$ cat src/hdl/sm3_hash_engine_macros.svh
// Assertion macros shared by the SM3 hash engine modules
`ifndef SM3_HASH_ENGINE_MACROS_SVH
`define SM3_HASH_ENGINE_MACROS_SVH

// Assert that an implication holds on every clock edge outside reset
`define SM3_ASSERT_IMPL(label, clk, rst, ante, cons) \
  label: assert property (@(posedge clk) disable iff (rst) (ante) |-> (cons)) \
    else $error("assertion failed");

// Assert that a condition holds in the cycle after a trigger
`define SM3_ASSERT_NEXT(label, clk, rst, ante, cons) \
  label: assert property (@(posedge clk) disable iff (rst) (ante) |=> (cons)) \
    else $error("assertion failed");

`endif

$ cat src/hdl/sm3_pkg.sv
// Package with SM3 constants, types and round helper functions
package sm3_pkg;

  localparam int CountWidthDefault = 61;
  localparam int QueueDepth = 4;

  localparam logic [31:0] TJ_LOW  = 32'h79CC4519;
  localparam logic [31:0] TJ_HIGH = 32'h7A879D8A;
  localparam logic [7:0]  PAD_MARK = 8'h80;

  localparam logic [31:0] IV0 = 32'h7380166F;
  localparam logic [31:0] IV1 = 32'h4914B2B9;
  localparam logic [31:0] IV2 = 32'h172442D7;
  localparam logic [31:0] IV3 = 32'hDA8A0600;
  localparam logic [31:0] IV4 = 32'hA96F30BC;
  localparam logic [31:0] IV5 = 32'h163138AA;
  localparam logic [31:0] IV6 = 32'hE38DEE4D;
  localparam logic [31:0] IV7 = 32'hB0FB0E4E;

  // Queue entry between the classifier and the core
  typedef struct packed {
    logic       finish;
    logic [7:0] data;
  } sm3_cmd_t;

  function automatic logic [31:0] rotl(input logic [31:0] x, input logic [4:0] n);
    logic [63:0] d;
    d = {x, x} << n;
    return d[63:32];
  endfunction

  function automatic logic [31:0] p0(input logic [31:0] x);
    return x ^ rotl(x, 5'd9) ^ rotl(x, 5'd17);
  endfunction

  function automatic logic [31:0] p1(input logic [31:0] x);
    return x ^ rotl(x, 5'd15) ^ rotl(x, 5'd23);
  endfunction

  function automatic logic [31:0] iv_word(input logic [2:0] i);
    logic [31:0] v;
    case (i)
      3'd0: v = IV0;
      3'd1: v = IV1;
      3'd2: v = IV2;
      3'd3: v = IV3;
      3'd4: v = IV4;
      3'd5: v = IV5;
      3'd6: v = IV6;
      default: v = IV7;
    endcase
    return v;
  endfunction

endpackage

$ cat src/hdl/sm3_front.sv
// Front end: accepts items and queues them for the compression core
module sm3_front import sm3_pkg::*; (
  input  logic       clk,
  input  logic       rst,
  input  logic       in_valid,
  output logic       in_ready,
  input  logic       mode,
  input  logic [7:0] data_byte,
  output logic       cmd_valid,
  input  logic       cmd_ready,
  output sm3_cmd_t   cmd
);
  localparam int AW = $clog2(QueueDepth);

  sm3_cmd_t       queue [QueueDepth];
  logic [AW-1:0]  wr_ptr;
  logic [AW-1:0]  rd_ptr;
  logic [AW:0]    count;
  logic           push;
  logic           pop;

  assign in_ready  = (count != (AW+1)'(QueueDepth));
  assign cmd_valid = (count != '0);
  assign push      = in_valid && in_ready;
  assign pop       = cmd_valid && cmd_ready;
  assign cmd       = queue[rd_ptr];

  // Store the classified item
  always_ff @(posedge clk) begin
    if (push) begin
      queue[wr_ptr].finish <= mode;
      queue[wr_ptr].data   <= data_byte;
    end
  end

  // Advance pointers and occupancy
  always_ff @(posedge clk) begin
    if (rst) begin
      wr_ptr <= '0;
      rd_ptr <= '0;
      count  <= '0;
    end else begin
      if (push) wr_ptr <= wr_ptr + 1'b1;
      if (pop)  rd_ptr <= rd_ptr + 1'b1;
      count <= count + (AW+1)'(push) - (AW+1)'(pop);
    end
  end

`include "sm3_hash_engine_macros.svh"
  `SM3_ASSERT_IMPL(a_no_overflow, clk, rst, 1'b1, count <= (AW+1)'(QueueDepth))
  `SM3_ASSERT_NEXT(a_push_grows, clk, rst, push && !pop, count != '0)
  `SM3_ASSERT_IMPL(a_full_stall, clk, rst, count == (AW+1)'(QueueDepth), !in_ready)
endmodule

$ cat src/hdl/sm3_core.sv
// Back end: block buffer, padding sequencer, 64-round compression, digest output
module sm3_core import sm3_pkg::*; #(
  parameter int COUNT_WIDTH = CountWidthDefault
) (
  input  logic        clk,
  input  logic        rst,
  input  logic        cmd_valid,
  output logic        cmd_ready,
  input  sm3_cmd_t    cmd,
  output logic        out_valid,
  input  logic        out_ready,
  output logic [31:0] digest_word,
  output logic [2:0]  word_index,
  output logic        last_word
);
  typedef enum logic [6:0] {
    S_IDLE  = 7'b0000001,
    S_PAD   = 7'b0000010,
    S_LOAD  = 7'b0000100,
    S_ROUND = 7'b0001000,
    S_FOLD  = 7'b0010000,
    S_OUT   = 7'b0100000,
    S_SKID  = 7'b1000000
  } state_t;

  state_t state, state_next;

  // Block held as sixteen big-endian words, written one byte lane at a time
  logic [31:0] buffer [16];
  logic [5:0]  fill;
  logic [COUNT_WIDTH-1:0] byte_count;
  logic [31:0] cv [8];
  logic [31:0] w  [16];
  logic [31:0] r  [8];
  logic [5:0]  round;
  logic [5:0]  pad_idx;
  logic        finishing;
  logic        second_pass;
  logic [3:0]  load_idx;
  logic [2:0]  out_idx;
  logic [63:0] bit_len;
  logic [7:0]  pad_byte;

  assign bit_len = 64'(byte_count) << 3;
  assign cmd_ready = (state == S_IDLE);

  // Pick the padding byte for the current position
  always_comb begin
    if (pad_idx == fill && !second_pass) pad_byte = PAD_MARK;
    else if (pad_idx >= 6'd56 && !(fill >= 6'd56 && !second_pass))
      pad_byte = bit_len[8*(7-(pad_idx-6'd56)) +: 8];
    else pad_byte = 8'h00;
  end

  // Round datapath
  logic [31:0] tj, a12, ss1, ss2, ff, gg, tt1, tt2, nw;
  always_comb begin
    tj  = (round < 6'd16) ? TJ_LOW : TJ_HIGH;
    a12 = rotl(r[0], 5'd12);
    ss1 = rotl(a12 + r[4] + rotl(tj, round[4:0]), 5'd7);
    ss2 = ss1 ^ a12;
    if (round < 6'd16) begin
      ff = r[0] ^ r[1] ^ r[2];
      gg = r[4] ^ r[5] ^ r[6];
    end else begin
      ff = (r[0] & r[1]) | (r[0] & r[2]) | (r[1] & r[2]);
      gg = (r[4] & r[5]) | (~r[4] & r[6]);
    end
    tt1 = ff + r[3] + ss2 + (w[0] ^ w[4]);
    tt2 = gg + r[7] + ss1 + w[0];
    nw  = p1(w[0] ^ w[7] ^ rotl(w[13], 5'd15)) ^ rotl(w[3], 5'd7) ^ w[10];
  end

  // Sequence the core
  always_comb begin
    state_next = state;
    unique case (state)
      S_IDLE: if (cmd_valid) begin
        if (cmd.finish) state_next = S_PAD;
        else if (fill == 6'd63) state_next = S_LOAD;
      end
      S_PAD:   if (pad_idx == 6'd63) state_next = S_LOAD;
      S_LOAD:  if (load_idx == 4'd15) state_next = S_ROUND;
      S_ROUND: if (round == 6'd63) state_next = S_FOLD;
      S_FOLD: begin
        if (!finishing) state_next = S_IDLE;
        else if (fill >= 6'd56 && !second_pass) state_next = S_PAD;
        else state_next = S_OUT;
      end
      S_OUT:  if (out_ready && out_idx == 3'd7) state_next = S_IDLE;
      S_SKID: state_next = S_IDLE;
      default: state_next = S_IDLE;
    endcase
  end

  // Hold control state
  always_ff @(posedge clk) begin
    if (rst) begin
      state <= S_IDLE;
      fill <= '0;
      byte_count <= '0;
      finishing <= 1'b0;
      second_pass <= 1'b0;
      pad_idx <= '0;
      load_idx <= '0;
      round <= '0;
      out_idx <= '0;
      for (int i = 0; i < 8; i++) cv[i] <= iv_word(3'(i));
    end else begin
      state <= state_next;
      unique case (state)
        S_IDLE: if (cmd_valid) begin
          if (cmd.finish) begin
            finishing <= 1'b1;
            second_pass <= 1'b0;
            pad_idx <= '0;
          end else begin
            fill <= fill + 1'b1;
            byte_count <= byte_count + 1'b1;
            finishing <= 1'b0;
          end
          load_idx <= '0;
        end
        S_PAD: begin
          pad_idx <= pad_idx + 1'b1;
          load_idx <= '0;
        end
        S_LOAD: begin
          load_idx <= load_idx + 1'b1;
          round <= '0;
        end
        S_ROUND: round <= round + 1'b1;
        S_FOLD: begin
          for (int i = 0; i < 8; i++) cv[i] <= cv[i] ^ r[i];
          if (finishing && fill >= 6'd56 && !second_pass) begin
            second_pass <= 1'b1;
            pad_idx <= '0;
          end
          out_idx <= '0;
        end
        S_OUT: if (out_ready) begin
          out_idx <= out_idx + 1'b1;
          if (out_idx == 3'd7) begin
            for (int i = 0; i < 8; i++) cv[i] <= iv_word(3'(i));
            fill <= '0;
            byte_count <= '0;
            finishing <= 1'b0;
            second_pass <= 1'b0;
          end
        end
        S_SKID: ;
        default: ;
      endcase
    end
  end

  // Write the block buffer and run the datapath registers
  always_ff @(posedge clk) begin
    if (state == S_IDLE && cmd_valid && !cmd.finish)
      buffer[fill[5:2]][{~fill[1:0], 3'b000} +: 8] <= cmd.data;
    // Keep message bytes; pad only from the marker position on, or all of a second block
    if (state == S_PAD && (second_pass || pad_idx >= fill))
      buffer[pad_idx[5:2]][{~pad_idx[1:0], 3'b000} +: 8] <= pad_byte;
    if (state == S_LOAD) begin
      for (int i = 0; i < 15; i++) w[i] <= w[i+1];
      w[15] <= buffer[load_idx];
      for (int i = 0; i < 8; i++) r[i] <= cv[i];
    end
    if (state == S_ROUND) begin
      r[3] <= r[2];
      r[2] <= rotl(r[1], 5'd9);
      r[1] <= r[0];
      r[0] <= tt1;
      r[7] <= r[6];
      r[6] <= rotl(r[5], 5'd19);
      r[5] <= r[4];
      r[4] <= p0(tt2);
      for (int i = 0; i < 15; i++) w[i] <= w[i+1];
      w[15] <= nw;
    end
  end

  assign out_valid   = (state == S_OUT);
  assign digest_word = cv[out_idx];
  assign word_index  = out_idx;
  assign last_word   = (out_idx == 3'd7);

`include "sm3_hash_engine_macros.svh"
  `SM3_ASSERT_IMPL(a_out_only_finish, clk, rst, out_valid, finishing)
  `SM3_ASSERT_IMPL(a_ready_idle, clk, rst, cmd_ready, !out_valid)
  `SM3_ASSERT_NEXT(a_last_returns, clk, rst, out_valid && out_ready && last_word,
                   state == S_IDLE && fill == '0)
endmodule

$ cat src/hdl/sm3_hash_engine.sv
// Top level of the SM3 hash engine: byte queue feeding the compression core
//  channel | direction | handshake             | payload
//  in      | input     | in_valid / in_ready   | mode, data_byte
//  out     | output    | out_valid / out_ready | digest_word, word_index, last_word
// A data byte is written to the block buffer in S_IDLE; the 64th byte of a block then
// runs the load, round (one round per cycle in the shared round unit) and fold states.
// A finish item pads the block and compresses it, twice when 56 or more bytes are
// held, then outputs the eight digest words. A 4-entry queue absorbs input while
// the core compresses. Reset is synchronous and loads the IV; no clearing pass.
// Output stalls hold the core; input stalls only when the queue is full.
module sm3_hash_engine import sm3_pkg::*; #(
  parameter int COUNT_WIDTH = CountWidthDefault
) (
  input  logic        clk,
  input  logic        rst,
  input  logic        in_valid,
  output logic        in_ready,
  input  logic        mode,
  input  logic [7:0]  data_byte,
  output logic        out_valid,
  input  logic        out_ready,
  output logic [31:0] digest_word,
  output logic [2:0]  word_index,
  output logic        last_word
);
  logic     cmd_valid;
  logic     cmd_ready;
  sm3_cmd_t cmd;

  sm3_front u_front (
    .clk, .rst, .in_valid, .in_ready, .mode, .data_byte,
    .cmd_valid, .cmd_ready, .cmd
  );

  sm3_core #(.COUNT_WIDTH(COUNT_WIDTH)) u_core (
    .clk, .rst, .cmd_valid, .cmd_ready, .cmd,
    .out_valid, .out_ready, .digest_word, .word_index, .last_word
  );
endmodule
$ cat config.mk
export PLATFORM = sky130hd
export DESIGN_NAME = sm3_hash_engine
export DESIGN_NICKNAME = d
export VERILOG_FILES = /design/src/hdl/sm3_pkg.sv /design/src/hdl/sm3_front.sv /design/src/hdl/sm3_core.sv /design/src/hdl/sm3_hash_engine.sv
export VERILOG_INCLUDE_DIRS = /design/src /design/src/hdl
export SDC_FILE = /design/constraint.sdc
export NUM_CORES = 2
export LEC_CHECK = 0
export BUFFER_PORTS_ARGS = -buffer_cell sky130_fd_sc_hd__buf_2
export CAP_MARGIN = 20
export CORE_ASPECT_RATIO = 0.75
export CORE_MARGIN = 3
export CORE_UTILIZATION = 45
export DETAILED_ROUTE_END_ITERATION = 16
export GPL_ROUTABILITY_DRIVEN = 0
export PLACE_DENSITY = 0.61
export SLEW_MARGIN = 20
export SYNTH_ARGS = -nofsm -noshare
export SYNTH_HDL_FRONTEND = slang
export SYNTH_SLANG_ARGS = --single-unit
$ cat constraint.sdc
create_clock -name clk -period 24.6 [get_ports clk]
set_input_delay 2.46 -clock clk [delete_from_list [all_inputs] [get_ports clk]]
set_output_delay 2.46 -clock clk [all_outputs]
set_load 0.005 [all_outputs]
# Word level (Yosys, flattened, before mapping)
# Memories as Yosys holds them, arrays and structs flattened. A register that Yosys moved wholly into a read port is not among the register bits.
# Cells that the tools add are included.
dict set report word_totals {
  register_bits 102
  n_memories 5
  word_cells 327
  ramBits 1572
  out_inout_bits 38
}
dict set report classes {
  shift 6
  reduce_logical 29
  addsub 22
  eq_ne 24
  magnitude_cmp 4
  bitwise 73
  muxes 152
}
# memory words word_bits rd rd_clocked_by_memory_dff write_ports line_no
set memory_table {}
lappend memory_table {u_core.buffer 16 32 1 1 1 sm3_core.sv:29} ;# logic [31:0] buffer [16];
lappend memory_table {u_core.w 16 32 16 0 16 sm3_core.sv:33} ;# logic [31:0] w [16];
lappend memory_table {u_core.cv 8 32 9 1 8 sm3_core.sv:32} ;# logic [31:0] cv [8];
lappend memory_table {u_core.r 8 32 8 0 8 sm3_core.sv:34} ;# logic [31:0] r [8];
lappend memory_table {u_front.queue 4 9 1 1 1 sm3_front.sv:15} ;# sm3_cmd_t queue [QueueDepth];
# operator count
set op_table {}
lappend op_table {{$mux 32} 86}
lappend op_table {{$xor 32x32->32} 22}
lappend op_table {{$add 32x32->32} 8}
lappend op_table {{$mux 61} 4}
lappend op_table {{$and 32x32->32} 5}
lappend op_table {{$pmux 61 s2} 1}
lappend op_table {{$or 32x32->32} 3}
lappend op_table {{$shift 8x7->32 const A} 2}
lappend op_table {{$shiftx 64x33->8} 1}
lappend op_table {{$shiftx 8x7->32} 2}
lappend op_table {{$shl 64x5->64} 1}
lappend op_table {{$add 61x1->61 const B} 1}
lappend op_table {{$mux 7} 8}
lappend op_table {{$mux 6} 8}
lappend op_table {{$pmux 7 s6} 1}
lappend op_table {{$or 1x1->1} 40}
lappend op_table {{$not 32->32} 1}
lappend op_table {{$reduce_or 32->1} 1}
lappend op_table {{$sub 3x29->29 const A} 1}
lappend op_table {{$mux 26} 1}
lappend op_table {{$mux 1} 25}
lappend op_table {{$pmux 6 s2} 2}
lappend op_table {{$add 6x1->6 const B} 3}
lappend op_table {{$eq 6x6->1 const B} 3}
lappend op_table {{42 further kinds} 80}

# Longest topological paths before layout
# An unclocked memory read counts as a cell.
dict set report depth {
  word_depth 11
  ltp_mapped 38
}

# Cells and area by module
# From an unflattened synthesis, not the netlist that was laid out.
dict set report hier_totals {
  cells_unflattened 6062
  hier_area_um2 80621.1
}
# mod instances area_each_um2 cells_each
set modules_own_cells {}
lappend modules_own_cells {sm3_core 1 78830.6 5966}
lappend modules_own_cells {sm3_front 1 1790.5 96}

# Least setup slack after synthesis
# Ideal clock, no wire load.
dict set report synth_path {
  path_type {flip-flop to flip-flop}
  startpoint {reg u_core.state[0]}
  endpoint {mem u_core.r[0][0], enable pin}
  path_buffers 0
  required_time_ns 23.491
  t_arrival_ns 16.443
  setup_ns 1.109
  setup_slack_ns 7.048
  period_less_slack_ns 17.552
  path_stages_with_launch 5
  cell_sequence {dfxtp_1 -> or4_1 -> nor3b_1 -> nor2_1 -> inv_1}
}
# element line_no
set synth_lines {}
lappend synth_lines {{from (decl)} sm3_core.sv:26} ;# state_t state, state_next;
lappend synth_lines {{from (signal assigned)} sm3_core.sv:110} ;# state <= state_next;
lappend synth_lines {{to (decl)} sm3_core.sv:34}

==> run metrics <==
outcome finished clean; slew margin rel. 7.82%; sequential cell area 48100 µm²; asr flop ratio synth 0%; Synth Cell Area 80600 µm²; final worst path period share 39.9%; Hold Startpoint u_core.w[8][20]; routed via count 50.9k; Max Cap Viol 0; CTS H-tree depth 4; total of fill cells in the finished design 15.1k; Hold Path End u_core.w[7][20]; Hold Path Class reg -> reg; Post-Syn Instances 6201; Worst Path Required 25.15 ns; reg-to-reg slack, setup 14.78 ns; post-synth net total 6529; Distinct cells, synth 88; worst r2r path cells 29; dpl cell area 84000 µm²; TNS Setup 0 ns; layout cells sized above 1 12.2%; die width 495 µm; grt met1 use 39.8%; wire length per cell 26.9 µm; Final Hold Slack 0.382 ns; TritonCTS Buffers 164; Crit-path slowest cell a311oi_1; Hold Path Cell Cnt 0; NumNets Final 6594; final hold vios 0; Post-synth EDFFs 1444; Post-CTS Setup Bufs 0; cts hold-fix bufs 0; number of global-route vias before repair 47.8k; Pleak 0.0305 µW; final worst slack 14.78 ns; FF-to-FF Start u_core.round[5]; commonest non-fill, non-tap cell in the layout edfxtp_1; P per Cell Area 116 nW/µm²; CP Class reg -> reg; final wirelength 236000 µm; I/O pin count 51; CP startpoint u_core.round[5]; TritonRoute pass-1 iters 7; gr busiest metal met1; Synth Warn # 0; Seq/Total Area, Yosys 59.7%; Final min period 9.82 ns; M3 GR Usage 8.55%; Multi-input gate area 30900 µm²; largest net degree at the start of global routing 200; Worst setup EP type flop; port bufs 50; Clock Pin Slew Worst Setup and Hold Paths 0.07 ns; Sink Count 1682; RSZ-0062 raised after global routing false; Syn-to-layout area delta 10.9%; CTS tree built; Worst-Margin Slew 1.36 ns; prevailing post-synth register cell edfxtp_1; Die H 372 µm; area share of the largest cell type after synthesis 53.8%; initial drt markers 7265; type of origin of the critical path flop; Final Skew 0.0627 ns; Syn Area/Cell 13.0 µm²; pre-CTS WS 15.29 ns; WP data arrival 10.37 ns; Starting Density 45.6%; Post-CTS Resized 0; critical path peak fanout 42; met2 GRT Util 32.4%; Core Area 177000 µm²; GRT Util Overall 25.5%; gr ovfl total 0; DRC 0; initial antenna violation count 7; Setup-failing EPs final 0; Worst R2R End u_core.r[0][134]; Final Instance Area 89400 µm²; Synth area leader edfxtp_1; Worst-Skew Late Latency 0.82 ns; main area contributors after synthesis edfxtp_1 54%, mux4_2 6.7%, dfxtp_1 5.9%; worst stage delay on the critical path 0.73 ns; full die area 184000 µm²; DP HPWL 168000 µm; Max Fclk 102 MHz; first-pass GRT wire length 341000 µm; Final ANT Viol Nets 0; most frequent cells in the layout 1444 x edfxtp_1, 1189 x nand2_1, 453 x xnor2_1; Slew Viols, Final 0; root buffer cell clkbuf_16; vias per cell 5.81; VDD IR max 167 µV; Rows 133; Synth Register Bits 1682; Longest Clk Path Bufs 3
[worst max path at each step]
stage,to,depth (start not counted),slack [ns]
2_1_floorplan,u_core.r[0][0],4,7.05
3_3_place_gp,u_core.r[0][134],33,15.51
3_5_place_dp,u_core.r[0][134],29,15.29
4_1_cts,u_core.r[0][134],29,15.23
5_1_grt,u_core.r[0][134],29,14.39
6_report,u_core.r[0][134],29,14.78
[sequential cells by signal (all words and copies together) (netlist names), 3 cells and up, named ones only]
name and cells:
u_core.state 6, u_core.round 6, u_core.buffer 512, u_core.fill 6
u_core.load_idx 4, u_front.queue 36, u_front.count 3, u_core.cv 256
u_core.byte_count 61, u_core.r 256, u_core.word_index 3, u_core.pad_idx 6
u_core.w 512
[layer usage]
layer	part of all wire, %	wire length [µm]
met4	3.5	8150
met1	45	107000
met2	39	90900
met5	0	0
met3	13	29500
[cells in the mapped netlist (all sizes together) (6+ instances only)]
master,number
a211o,8
a211oi,21
a21boi,6
a21o,42
a21oi,203
a22oi,13
a311oi,8
a31oi,15
and2,14
and3,60
buf,48
clkbuf,214
dfxtp,238
edfxtp,1444
fa,189
ha,126
inv,242
mux2,47
mux2i,38
mux4,241
nand2,1191
nand2b,19
nand3,68
nand3b,6
nand4,25
nor2,377
nor2b,11
nor3,96
o211ai,18
o21a,14
o21ai,255
o21bai,11
o22ai,34
o2bb2ai,16
o31ai,9
or2,8
or3,18
or4,11
xnor2,453
xor2,269
[layout make-up]
class                   instances  area share [%]
flip-flops and latches       1682            53.9
repair buffers                161            1.27
well taps                    2362            3.31
multi-input cells            4014            34.6
clock buffers                 220            4.96
inverters                     243            1.03
clock inverters                84           0.944
diodes                          1         0.00280
[metrics by stage]
step                      util, %  cells  power, µW
after floorplan                 -   6201       6640
after global placement       47.6   8461       7690
after detailed placement     47.6   8461       7730
after CTS                    50.6   8765      10200
after global routing         50.6   8766      10800
final                        50.6   8767      10400
[critical path, delay by kind of cell, from the launching register on]
family,cells,cell delay [ns]
compound gates,10,4.06
fa+ha+maj,6,2.50
simple gates,7,0.97
xor+xnor,3,0.74
buf+inv,2,0.56
flops,1,0.42
mux,1,0.26
[report_power, final]
part / total (µW) / leakage (µW) / internal, µW / switching (µW)
sequential: 3530 / 0.0147 / 3370 / 161
combinational: 4350 / 0.0132 / 1710 / 2640
clock: 2490 / 0.00256 / 1370 / 1120
total: 10400 / 0.0305 / 6450 / 3920
[cells by family (layout without fill, tap and decap cells)]
kind of cell,after synthesis,after routing,synth area share [%]
AND/OR/NAND/NOR,1928,1928,10.0
flip-flops,1682,1682,59.7
XOR/XNOR,728,728,8.02
AO/OA/AOI/OAI,716,716,5.31
buffers and inverters,505,708,2.38
multiplexers,326,326,7.86
adder cells (fa/ha/maj),316,316,6.66
other,0,1,0
Note: power is estimated with default switching activity, not from simulation.
